### src/design/gcjq_pkg.sv
// ----------------------------------------------------------------------------
// gcjq_pkg
// shared types, codes and defaults of the group completion join queue
// ----------------------------------------------------------------------------
package gcjq_pkg;

  localparam int GROUPS_DEF      = 4;
  localparam int MEMBERS_DEF     = 16;
  localparam int QUEUE_DEPTH_DEF = 8;
  localparam int MAX_OUT         = 16;
  localparam int KEY_W           = 32;
  localparam int SIZE_W          = 5;

  localparam logic [1:0] REQ_QUEUE = 2'd0;
  localparam logic [1:0] REQ_GET   = 2'd1;
  localparam logic [1:0] REQ_DEQ   = 2'd2;

  localparam logic [2:0] ST_QUEUED   = 3'd0;
  localparam logic [2:0] ST_COMPLETE = 3'd1;
  localparam logic [2:0] ST_DROPPED  = 3'd2;
  localparam logic [2:0] ST_SORTED   = 3'd3;
  localparam logic [2:0] ST_NONE     = 3'd4;
  localparam logic [2:0] ST_DEQUEUED = 3'd5;

  typedef struct packed {
    logic             v;
    logic [KEY_W-1:0] key;
  } slot_t;

  typedef struct packed {
    logic clear;
    logic shift;
  } sort_ctl_t;

  typedef enum logic [3:0] {
    S_IDLE, S_QWR, S_GRD, S_GKEY, S_GINS, S_GDRAIN, S_GOUT, S_DRD, S_DWR, S_RES
  } state_t;

  function automatic logic [SIZE_W-1:0] eff_size(input logic [SIZE_W-1:0] s,
                                                 input logic [SIZE_W-1:0] lim);
    logic [SIZE_W-1:0] r;
    r = s;
    if (r == '0) r = SIZE_W'(1);
    if (r > lim) r = lim;
    return r;
  endfunction

endpackage

### src/design/gcjq_cell.sv
// ----------------------------------------------------------------------------
// gcjq_cell
// one cell of the insertion sort chain: keeps the smaller key, passes the other
// ----------------------------------------------------------------------------
module gcjq_cell
  import gcjq_pkg::*;
(
  input  logic      clk,
  input  logic      rst,
  input  sort_ctl_t ctl,
  input  slot_t     left_in,
  input  slot_t     right_held,
  output slot_t     pass_out,
  output slot_t     held
);

  always_ff @(posedge clk) begin
    if (rst || ctl.clear) begin
      held.v     <= 1'b0;
      pass_out.v <= 1'b0;
    end else if (ctl.shift) begin
      held       <= right_held;
      pass_out.v <= 1'b0;
    end else if (left_in.v) begin
      if (!held.v || left_in.key < held.key) begin
        held     <= left_in;
        pass_out <= held;
      end else begin
        pass_out <= left_in;
      end
    end else begin
      pass_out.v <= 1'b0;
    end
  end

endmodule

### config.mk
export PLATFORM = sky130hd
export DESIGN_NAME = gcjq_cell
export DESIGN_NICKNAME = d
export VERILOG_FILES = /design/src/design/gcjq_pkg.sv /design/src/design/gcjq_cell.sv
export SDC_FILE = /design/constraint.sdc
export NUM_CORES = 1
export LEC_CHECK = 0
export BUFFER_PORTS_ARGS = -buffer_cell sky130_fd_sc_hd__buf_2
export CAP_MARGIN = 20
export CELL_PAD_IN_SITES_DETAIL_PLACEMENT = 1
export CELL_PAD_IN_SITES_GLOBAL_PLACEMENT = 2
export CORE_MARGIN = 3
export CORE_UTILIZATION = 33
export DETAILED_ROUTE_END_ITERATION = 7
export PLACE_DENSITY_LB_ADDON = 0.1
export SYNTH_ARGS = -nofsm -noshare
export SYNTH_HDL_FRONTEND = slang
export SYNTH_SLANG_ARGS = --single-unit
### constraint.sdc
create_clock -name clk -period 6.95 [get_ports clk]
set_clock_uncertainty 0.15 [all_clocks]
set_input_delay 1.7375 -clock clk [delete_from_list [all_inputs] [get_ports clk]]
set_output_delay 1.7375 -clock clk [all_outputs]
set_load 0.01 [all_outputs]
== Yosys cells after proc, flatten, opt, wreduce, memory -nomap -nowiden ==
Index checks and enable logic that the tools add are counted.

* Register bits: 66
* Output and inout port bits: 66
* Word-level logic and storage cells: 21
* Input bits: 70

* Magnitude comparators: 1
* Bitwise gates (word level): 3
* Reduce and logical (&&, ||, !) cells: 9
* Mux-type cells: 4

{| class="wikitable"
|+ Operators with widths
! cell !! number
|-
| $mux 33 || 4
|-
| $lt 32x32->1 || 1
|-
| $reduce_and 3->1 || 2
|-
| $reduce_bool 2->1 || 2
|-
| $not 1->1 || 3
|-
| $reduce_or 3->1 || 1
|-
| $logic_or 1x1->1 || 2
|-
| $reduce_and 2->1 || 1
|-
| $logic_not 1->1 || 1
|}

== Logic depth before layout (Yosys ltp) ==
Gate-level depths: netlist of run 1.

* Word-level depth: 5
* Depth in mapped cells: 9
* Depth with buffers taken out: 8

== Worst setup path after synthesis of run 1 ==
Ideal clock, no wire load.

* Kind: input to register
* Start point: in ctl[0] (netlist name)
* End point: reg pass_out[0] (netlist name), enable pin
* Stages on the path: 2
* Required time: 6297 ps
* Path buffers: 1
* Library setup time: 503 ps
* Data arrival time: 5143 ps
* Slack: 1153 ps
* Cells stage by stage: clkbuf_1 -> nor4_1

* Word-level cells in the longest chain between the ends: 2

{| class="wikitable"
|+ RTL lines
! item !! RTL line !! text
|-
| start, declared || gcjq_cell.sv:10 || <nowiki>input sort_ctl_t ctl,</nowiki>
|-
| $not 1->1 (no line) || n/a ||
|-
| $reduce_and 3->1 (no line) || n/a ||
|-
| end signal, assigned || gcjq_cell.sv:27 || <nowiki>pass_out <= held;</nowiki>
|-
| end signal, assigned || gcjq_cell.sv:29 || <nowiki>pass_out <= left_in;</nowiki>
|-
| end, declared || gcjq_cell.sv:13 || <nowiki>output slot_t pass_out,</nowiki>
|}

No other way between the ends.
A chain may end at the register's enable or synchronous reset.

== Worst setup path in the final report of run 1 ==
* Start point: in left_in[13] (netlist name)
* End point: reg pass_out[9] (netlist name), data pin

* Word-level cells in the longest chain between the ends: 3

{| class="wikitable"
|+ RTL lines
! item !! RTL line !! text
|-
| start, declared || gcjq_cell.sv:11 || <nowiki>input slot_t left_in,</nowiki>
|-
| $lt 32x32->1 || gcjq_cell.sv:25 || <nowiki>if (!held.v || left_in.key < held.key) begin</nowiki>
|-
| $logic_or 1x1->1 || gcjq_cell.sv:25 ||
|-
| $mux 33 || gcjq_cell.sv:25 ||
|}

No other way between the ends.

==> impl_metrics.tcl, run 1 <==
set metrics [dict create \
    yosys_warnings 0 \
    finish.utilization_pct 43.4 \
    cp_data_required_time_ps 6890 \
    min_period_ps 4590 \
    portBuffers 135 \
    hold_path.class "reg -> reg" \
    io_pins 136 \
    postCtsHoldBufs 0 \
    syn_inst 251 \
    numCtsBuffers 9 \
    drive_above_1_share_pct 55.4 \
    slowest_delay_ps 660 \
    top_layer "met4" \
    wl_met3_microns 567 \
    rsz0062_at_grt "false" \
    arrival_ps 4530 \
    ys_seq_elements 66 \
    coreArea_sq_um 10900 \
    antenna_found_initial 0 \
    syn2layout_area_growth_pct 27.9 \
    fmax_ghz 0.218 \
    wl_met2_mm 4.48 \
    clock_latency_ps 340 \
    diodes 0 \
    max_slew_margin_pct 38.9 \
    cts_setup_buffers 0 \
    fin_setup_tns_ps 0 \
    fin_nets 493 \
    wirelength_mm 8.91 \
    drt-met1-wl_mm 3.74 \
    htreeDepth 3 \
    cp_slowest_cell "a21oi_4" \
    die_x_microns 112 \
    overflow 0 \
    crit_type "in -> reg" \
    synth_area_sq_um 3690 \
    synth_area_per_cell_sq_um 14.7 \
    crit_path_start_kind "input pin" \
    cts.sinks 66 \
    place_congestion 0.717 \
    setup_viol 0 \
    cts_buffer_depth 2 \
    dr.pass1.iters 4 \
    grt_pass1_vias 2733 \
    stdcell_count 537 \
    p_leak_nw 2.21 \
    grt_pass1_wl_mm 14.2 \
    worst_slew_pin_slew_ps 916 \
    end_kind "register" \
    crit_fanout 17 \
    place_inst 521 \
    drv_slew 0 \
    fin_crit_sh_pct 66.1 \
    cts_resized 0 \
    drt-wirelength-per-cell_microns 16.6 \
    cts_tree "yes" \
    cap_viol_max_count 0 \
    num_vias 2549 \
    p_per_area_nw_per_um2 199 \
    syn_nets 352 \
    synth_cell_types 35 \
    start_util_pct 33.9 \
    cts_root_buffer "clkbuf_8" \
    detail_route.iter0.violations 92 \
    grt_max_degree 37 \
    ir_worst_vdd_v 0.0000908 \
    grt.total_usage_pct 14.6 \
    drc 0 \
    status "completed" \
    finalHoldViolCount 0 \
    rows 38 \
    dpl.hpwl_mm 6.69 \
    fp.dieH_microns 112 \
    via_per_inst 4.75 \
    yosysSeqAreaShare_pct 53.1 \
    fillers 1193 \
    dieArea_sq_um 12500 \
    clk_pin_slew_ps 70 \
    path_cells "buf_2 -> ha_1 -> a211oi_2 -> nor2_1 -> a211o_1 -> a311o_1 -> a21oi_4 -> buf_4 -> mux2_4" \
    ant_nets 0 \
]
==> stage by stage <==
step | instance area (sq um) | hold slack [ps] | setup WS (ps) | power [mW]
after floorplan | 3690 | 385 | 1150 | 0.550
after global placement | 4520 | 395 | 1970 | 0.603
after detailed placement | 4520 | 391 | 1930 | 0.606
after CTS | 4730 | 403 | 2310 | 0.962
after global routing | 4730 | 433 | 2190 | 0.992
final | 4730 | 404 | 2360 | 0.942
==> Yosys cell counts <==
library cell	instances	area share [%]
a211o_1	2	0.47
a211oi_1	2	0.41
a211oi_2	1	0.34
a21o_1	3	0.61
a21oi_1	6	0.81
a21oi_4	1	0.44
a221o_1	1	0.27
a22oi_1	1	0.20
a311o_1	1	0.27
a31oi_1	1	0.17
and2_1	2	0.34
and3_1	1	0.17
and3b_1	1	0.24
buf_6	3	0.91
clkbuf_1	4	0.41
dfxtp_1	2	1.1
edfxtp_1	64	52
ha_1	31	10
inv_1	32	3.3
mux2_1	1	0.30
mux2_2	33	10
mux2_4	30	12
nand2_1	3	0.30
nand2b_1	2	0.34
nand3_1	3	0.41
nand4_1	6	1.0
nor2_1	4	0.41
nor4_1	1	0.17
nor4_2	1	0.34
o211a_1	1	0.27
o211ai_1	1	0.20
o21a_1	1	0.20
o21ai_0	3	0.41
o311a_1	1	0.27
o31ai_1	1	0.20
==> routing by layer <==
layer | track usage (%) | up-vias
li1 | - | 1229
met1 | 17.7 | 1228
met2 | 24.6 | 81
met3 | 4.62 | 11
met4 | 5.27 | 0
met5 | 0 | -
==> report_power, final <==
group / switching (mW) / internal [mW]
logic: 0.0626 / 0.0694
clock network: 0.151 / 0.198
registers: 0.00752 / 0.453
==> critical path: cells and delay by family <==
family	cells	cell delay, ps
AO/OA/AOI/OAI	4	1490
buffers and inverters	2	580
multiplexers	1	330
adder cells (fa/ha/maj)	1	320
AND/OR/NAND/NOR	1	80
==> placed cells by master (no fill, tap or decap), types with 2 or more instances in the layout <==
| cell | synthesis | routed |
|---|---|---|
| nand4_1 | 6 | 6 |
| nand2b_1 | 2 | 2 |
| and2_1 | 2 | 2 |
| a21oi_1 | 6 | 6 |
| mux2_4 | 30 | 30 |
| edfxtp_1 | 64 | 64 |
| clkinv_2 | 0 | 4 |
| nor2_1 | 4 | 4 |
| a21o_1 | 3 | 3 |
| buf_4 | 0 | 2 |
| ha_1 | 31 | 31 |
| clkbuf_8 | 0 | 9 |
| a211oi_1 | 2 | 2 |
| bufinv_16 | 0 | 2 |
| buf_2 | 0 | 135 |
| mux2_2 | 33 | 33 |
| inv_1 | 32 | 32 |
| nor4_2 | 1 | 2 |
| a211o_1 | 2 | 2 |
| nand2_1 | 3 | 3 |
| nand3_1 | 3 | 3 |
| dfxtp_1 | 2 | 2 |
| o21ai_0 | 3 | 3 |
==> final timing paths <==
| kind | startpoint | slack, ps | cells past startpoint | endpoint |
|---|---|---|---|---|
| setup reg to reg | held[13] | 3450 | 9 | pass_out[9] |
| hold / removal | held[32] | 400 | 1 | pass_out[32] |
| hold reg to reg | held[32] | 400 | 1 | pass_out[32] |
| setup / recovery | left_in[13] | 2360 | 9 | pass_out[9] |
==> cells by family after synthesis <==
| group | synth area share [%] |
|---|---|
| flip-flops | 53.1 |
| AND/OR/NAND/NOR | 3.72 |
| adder cells (fa/ha/maj) | 10.5 |
| buffers and inverters | 4.57 |
| AO/OA/AOI/OAI | 5.55 |
| multiplexers | 22.6 |
==> area by class of cell <==
class / instances / area (sq um) / area share, %
clock buffers: 9 / 124 / 2.62
clock inverters: 7 / 83.8 / 1.77
inverters: 32 / 120 / 2.54
multi-input cells: 146 / 1570 / 33.2
flip-flops and latches: 66 / 1960 / 41.5
well taps: 140 / 175 / 3.71
repair buffers: 137 / 691 / 14.6
==> registers in the layout (all words and copies together) (netlist names) <==
signal	cells
held	33
pass_out	33
No activity file was read; power rests on OpenSTA's default activity.
==> run 2, diff against run 1 <==
==> constraint.sdc (replaced) <==
create_clock -name clk -period 4.3 [get_ports clk]
set_clock_uncertainty 0.15 [all_clocks]
set_input_delay 1.075 -clock clk [delete_from_list [all_inputs] [get_ports clk]]
set_output_delay 1.075 -clock clk [all_outputs]
set_load 0.01 [all_outputs]
==> run 2 against run 1 <==
- register-to-register slack worse by 2100 ps
- flip-flop and latch count unchanged
- largest cell class unchanged
- die area is the same
- combinational power rose by 64%
- cell count is 0.74% higher
- routed wire length is essentially flat
- sequential power up 62%
- global-route usage is essentially flat
- final area is 0.19% higher
- critical path type unchanged
==> impl_metrics.tcl, run 2 (synthesized netlist as in run 1, its figures left out) <==
set metrics [dict create \
    path_cells "buf_2 -> ha_1 -> a21o_1 -> a31oi_1 -> o21ai_0 -> a311o_1 -> a21oi_4 -> buf_4 -> mux2_4" \
    dr.pass1.iters 4 \
    worstRegToRegCells 9 \
    antenna_found_initial 0 \
    finalHoldViolCount 0 \
    crit_type "in -> reg" \
    grt_pass1_wl_mm 14.1 \
    crit_fanout 19 \
    end_kind "register" \
    ir_worst_vdd_v 0.000204 \
    timing.rr.start "held[2]" \
    rows 38 \
    clock_latency_ps 350 \
    fp.dieH_microns 112 \
    holdPathStages 1 \
    slowest_delay_ps 440 \
    wl_met3_microns 617 \
    fmax_ghz 0.299 \
    worst_slew_pin_slew_ps 963 \
    fin_nets 497 \
    syn2layout_area_growth_pct 28.2 \
    min_period_ps 3350 \
    grt_max_degree 37 \
    p_per_area_nw_per_um2 308 \
    coreArea_sq_um 10900 \
    start_util_pct 33.9 \
    drive_above_1_share_pct 54.9 \
    final_cell_mix "buf_2, edfxtp_1, mux2_2" \
    critPathLaunch "left_in[2]" \
    portBuffers 135 \
    cp_slowest_cell "a311o_1" \
    cp-endpoint "pass_out[15]" \
    dp_slack_ps 533 \
    numCtsBuffers 9 \
    dpl.hpwl_mm 6.91 \
    p_leak_nw 2.21 \
    cts.sinks 66 \
    setup_viol 0 \
    cts_buffer_depth 2 \
    overflow 0 \
    fin_area_sq_um 4740 \
    clk_pin_slew_ps 70 \
    wl_met2_mm 4.55 \
    htreeDepth 3 \
    rrSetupSlack_ps 1370 \
    cts_root_buffer "clkbuf_8" \
    cts_setup_buffers 0 \
    die_x_microns 112 \
    place_congestion 0.690 \
    grt_pass1_vias 2799 \
    cts_resized 0 \
    drv_slew 0 \
    fin_ws_ps 951 \
    dieArea_sq_um 12500 \
    fin_crit_sh_pct 77.9 \
    cap_viol_max_count 0 \
    layout_commonest_cell "buf_2" \
    finish.utilization_pct 43.5 \
    postCtsHoldBufs 0 \
    num_vias 2549 \
    drt-met1-wl_mm 3.62 \
    drc 0 \
    grt.total_usage_pct 14.7 \
    drt-wirelength-per-cell_microns 16.5 \
    status "completed" \
    rsz0062_at_grt "false" \
    reg.largest.list "held (33), pass_out (33)" \
    fin_setup_tns_ps 0 \
    hold_path.class "reg -> reg" \
    detail_route.iter0.violations 54 \
    wirelength_mm 8.91 \
    cts_tree "yes" \
    ant_nets 0 \
    cp_data_required_time_ps 4240 \
    max_slew_margin_pct 35.8 \
    via_per_inst 4.71 \
    place_area_sq_um 4560 \
    top_layer "met4" \
    arrival_ps 3290 \
    crit_path_start_kind "input pin" \
    diodes 0 \
    timing.rr.end "pass_out[15]" \
    hold_slack_ps 395 \
    io_pins 136 \
]
run 2: metrics by stage:
stage,instances,power [mW]
after floorplan,251,0.889
after global placement,525,0.977
after detailed placement,525,0.982
after CTS,541,1.49
after global routing,541,1.54
final,541,1.46
run 2: critical path, delay by kind of cell:
| family | cells | cell delay [ps] |
|---|---|---|
| AOI/OAI and AO/OA | 5 | 1090 |
| muxes | 1 | 330 |
| adders and majority gates | 1 | 300 |
| buffers and inverters | 2 | 480 |
run 2: worst min-delay path by stage:
| stage | from | to | slack, ps |
|---|---|---|---|
| 6_report | held[32] | pass_out[32] | 400 |
| 5_1_grt | held[32] | pass_out[32] | 420 |
| 4_1_cts | held[32] | pass_out[32] | 400 |
| 3_5_place_dp | held[32] | pass_out[32] | 390 |
| 3_3_place_gp | held[32] | pass_out[32] | 390 |
| 2_1_floorplan | held[32] | pass_out[32] | 380 |
run 2: area by class of cell:
| class | instances | area (sq um) |
|---|---|---|
| Fill cell | 1205 | 6150 |
| Sequential cell | 66 | 1960 |
| Multi-Input combinational cell | 146 | 1580 |
| Timing Repair Buffer | 141 | 721 |
| Tap cell | 140 | 175 |
| Clock buffer | 12 | 135 |
| Inverter | 32 | 120 |
| Clock inverter | 4 | 42.5 |
run 2: where the power goes:
group          switching, mW  internal [mW]  total [mW]
combinational          0.102          0.114       0.217
clock                  0.233          0.264       0.496
sequential            0.0121          0.733       0.745
run 2: metal layers:
metal | global-route usage (%) | vias up
met1 | 16.9 | 1213
met5 | 0 | -
met3 | 5.05 | 12
li1 | - | 1238
met2 | 25.5 | 86
met4 | 4.87 | 0
==> run 3, diff against run 2 <==
--- a/config.mk
+++ b/config.mk
@@ -5,12 +5,13 @@
 export SDC_FILE = /design/constraint.sdc
 export NUM_CORES = 1
 export LEC_CHECK = 0
+export ABC_AREA = 1
 export BUFFER_PORTS_ARGS = -buffer_cell sky130_fd_sc_hd__buf_2
 export CAP_MARGIN = 20
 export CELL_PAD_IN_SITES_DETAIL_PLACEMENT = 1
 export CELL_PAD_IN_SITES_GLOBAL_PLACEMENT = 2
 export CORE_MARGIN = 3
-export CORE_UTILIZATION = 33
+export CORE_UTILIZATION = 29
 export DETAILED_ROUTE_END_ITERATION = 7
 export PLACE_DENSITY_LB_ADDON = 0.1
 export SYNTH_ARGS = -nofsm -noshare
==> constraint.sdc (replaced) <==
create_clock -name clk -period 3.21 [get_ports clk]
set_clock_uncertainty 0.15 [all_clocks]
set_input_delay 0.8025 -clock clk [delete_from_list [all_inputs] [get_ports clk]]
set_output_delay 0.8025 -clock clk [all_outputs]
set_load 0.01 [all_outputs]
==> run 3 against run 2 <==
- critical path depth is 5 higher
- flip-flop and latch count is the same
- sequential share of layout area shrank 1.4 points
- synthesized cell count is 53% higher
- via count is 21% higher
- register-to-register slack got worse by 560 ps
- first-iteration DRC count rose to 3.8 times the previous value
- die area grew 14%
- largest power group unchanged
==> impl_metrics.tcl, run 3 <==
set metrics [dict create \
    status "completed" \
    drc 0 \
    place_congestion 0.730 \
    syn2layout_area_growth_pct 31.3 \
    num_vias 3089 \
    detail_route.iter0.violations 205 \
    grt_max_degree 53 \
    yosysSeqAreaShare_pct 52.6 \
    rsz0062_at_grt "false" \
    drt-wirelength-per-cell_microns 14.7 \
    clock_latency_ps 330 \
    ys.flop_type "edfxtp_1" \
    path_cells "buf_2 -> ha_1 -> a21oi_1 -> nor2_1 -> nor3_1 -> nand2_1 -> nand2_1 -> nand2_1 -> nand2_1 -> nand2_2 -> nand3_1 -> nand2_1 -> nor2_4 -> buf_12" \
    synth_edf_count 64 \
    synthTopCellsByArea "edfxtp_1, ha_1, nand2_1" \
    async_flop_share_pct 0 \
    hold_path.class "reg -> reg" \
    fin_crit_sh_pct 79.6 \
    crit_path_start_kind "input pin" \
    cap_viol_max_count 0 \
    ir_worst_vdd_v 0.000250 \
    fin_nets 626 \
    final_cell_mix "buf_2, nand2_1, inv_1" \
    layout_commonest_cell "buf_2" \
    fillers 1460 \
    cp_data_required_time_ps 3090 \
    grt_pass1_vias 3299 \
    dpl.hpwl_mm 7.91 \
    clk_pin_slew_ps 60 \
    crit_top_cell "nand2_1" \
    path_buf_inv 2 \
    rows 40 \
    cts_resized 0 \
    setup_viol 0 \
    end_kind "register" \
    io_pins 136 \
    syn_inst 385 \
    slowest_delay_ps 300 \
    finalHoldViolCount 0 \
    dr.pass1.iters 4 \
    cts.sinks 66 \
    max_slew_margin_pct 67.1 \
    synth_cell_types 20 \
    via_per_inst 4.43 \
    htreeDepth 3 \
    overflow 0 \
    crit_fanout 17 \
    diodes 0 \
    drv_slew 0 \
    cts_root_buffer "clkbuf_16" \
    cts_setup_buffers 0 \
    ant_nets 0 \
    finalPower_mw 2.16 \
    grt.total_usage_pct 14.8 \
    drive_above_1_share_pct 36.4 \
    yosysMostFrequentCell "nand2_1" \
    numCtsBuffers 9 \
    synth_area_per_cell_sq_um 9.69 \
    crit_type "in -> reg" \
    worst_slew_pin_slew_ps 494 \
    postCtsHoldBufs 0 \
    p_leak_nw 2.42 \
    reg.largest.list "held (33), pass_out (33)" \
    cts_buffer_depth 2 \
    dieArea_sq_um 14300 \
    crit_family "simple AND/OR/NAND/NOR gates" \
    fp.dieH_microns 119 \
    die_x_microns 119 \
    yosys_warnings 0 \
    fin_setup_tns_ps 0 \
    wirelength_mm 10.3 \
    min_period_ps 2560 \
    ys_seq_elements 66 \
    portBuffers 135 \
    synth_common_cells "nand2_1, inv_1, edfxtp_1, o21ai_0, o21ai_2" \
    fmax_ghz 0.391 \
    p_per_area_nw_per_um2 442 \
    start_util_pct 30.3 \
    coreArea_sq_um 12300 \
    cp_slowest_cell "ha_1" \
    cts_tree "yes" \
    arrival_ps 2440 \
    synth_top_area_cell "edfxtp_1" \
    antenna_found_initial 0 \
    synth_area_sq_um 3730 \
    synth_top_area_share_pct 51.5 \
    syn_nets 486 \
    grt_pass1_wl_mm 16.7 \
]
==> run 3: cell count changes after synthesis, sizes merged, moves of 7 or more <==
| cell | delta |
|---|---|
| nand2 | +94 |
| a21oi | +7 |
| inv | +40 |
| mux2 | -64 |
| o21ai | +65 |
| nor2 | +8 |
==> run 3: power by group <==
group	total, mW	internal (mW)	switching (mW)
clock	0.871	0.516	0.355
combinational	0.294	0.121	0.173
sequential	0.999	0.983	0.0163
total	2.16	1.62	0.544
==> run 3: tightest hold or removal path, cell delays in order, from the launching register on <==
cell      delay (ps)
edfxtp_1         360
nand2_1           70
o21ai_2           50
==> run 3: area by class of cell <==
| type | count | area (sq um) | share of cell area, % |
|---|---|---|---|
| sequential | 66 | 1960 | 40.0 |
| tap | 168 | 210 | 4.29 |
| multi-input combinational | 234 | 1430 | 29.1 |
| clock inverter | 4 | 18.8 | 0.383 |
| timing repair buffer | 142 | 778 | 15.9 |
| clock buffer | 12 | 236 | 4.83 |
| inverter | 72 | 270 | 5.51 |
==> run 3: logic make-up (layout without fill, tap and decap cells) <==
| group | Yosys count | count (layout) | share of synthesized area [%] |
|---|---|---|---|
| AO/OA/AOI/OAI | 82 | 82 | 14.2 |
| adder cells (fa/ha/maj) | 31 | 31 | 10.4 |
| buffers and inverters | 85 | 230 | 9.76 |
| flip-flops | 66 | 66 | 52.6 |
| AND/OR/NAND/NOR | 121 | 121 | 13.1 |
==> run 3: worst paths after layout <==
path	startpoint	endpoint	slack, ps	depth (start not counted)
worst min-delay path	held[30]	pass_out[30]	440	2
worst max register to register	held[5]	held[11]	810	14
worst min register to register	held[30]	pass_out[30]	440	2
worst max-delay path	left_in[5]	held[11]	650	14
==> run 3: layer usage <==
metal	global-route usage, %	routed length, microns	share of wire [%]
met5	0	0	0
met4	3.22	97	0.95
met3	5.41	667	6.5
met2	25.1	5100	50
met1	18.1	4390	43
==> run 3: per-stage QoR <==
stage / utilization, % / worst slack, ps / cells / hold WS, ps / instance area, sq um
CTS: 39.8 / 637 / 698 / 436 / 4900
finish: 39.8 / 653 / 698 / 438 / 4900
global route: 39.8 / 445 / 698 / 465 / 4900
floorplan: - / 49.6 / 385 / 439 / 3740
detailed placement: 37.7 / 296 / 682 / 420 / 4650
global placement: 37.7 / 304 / 682 / 421 / 4650
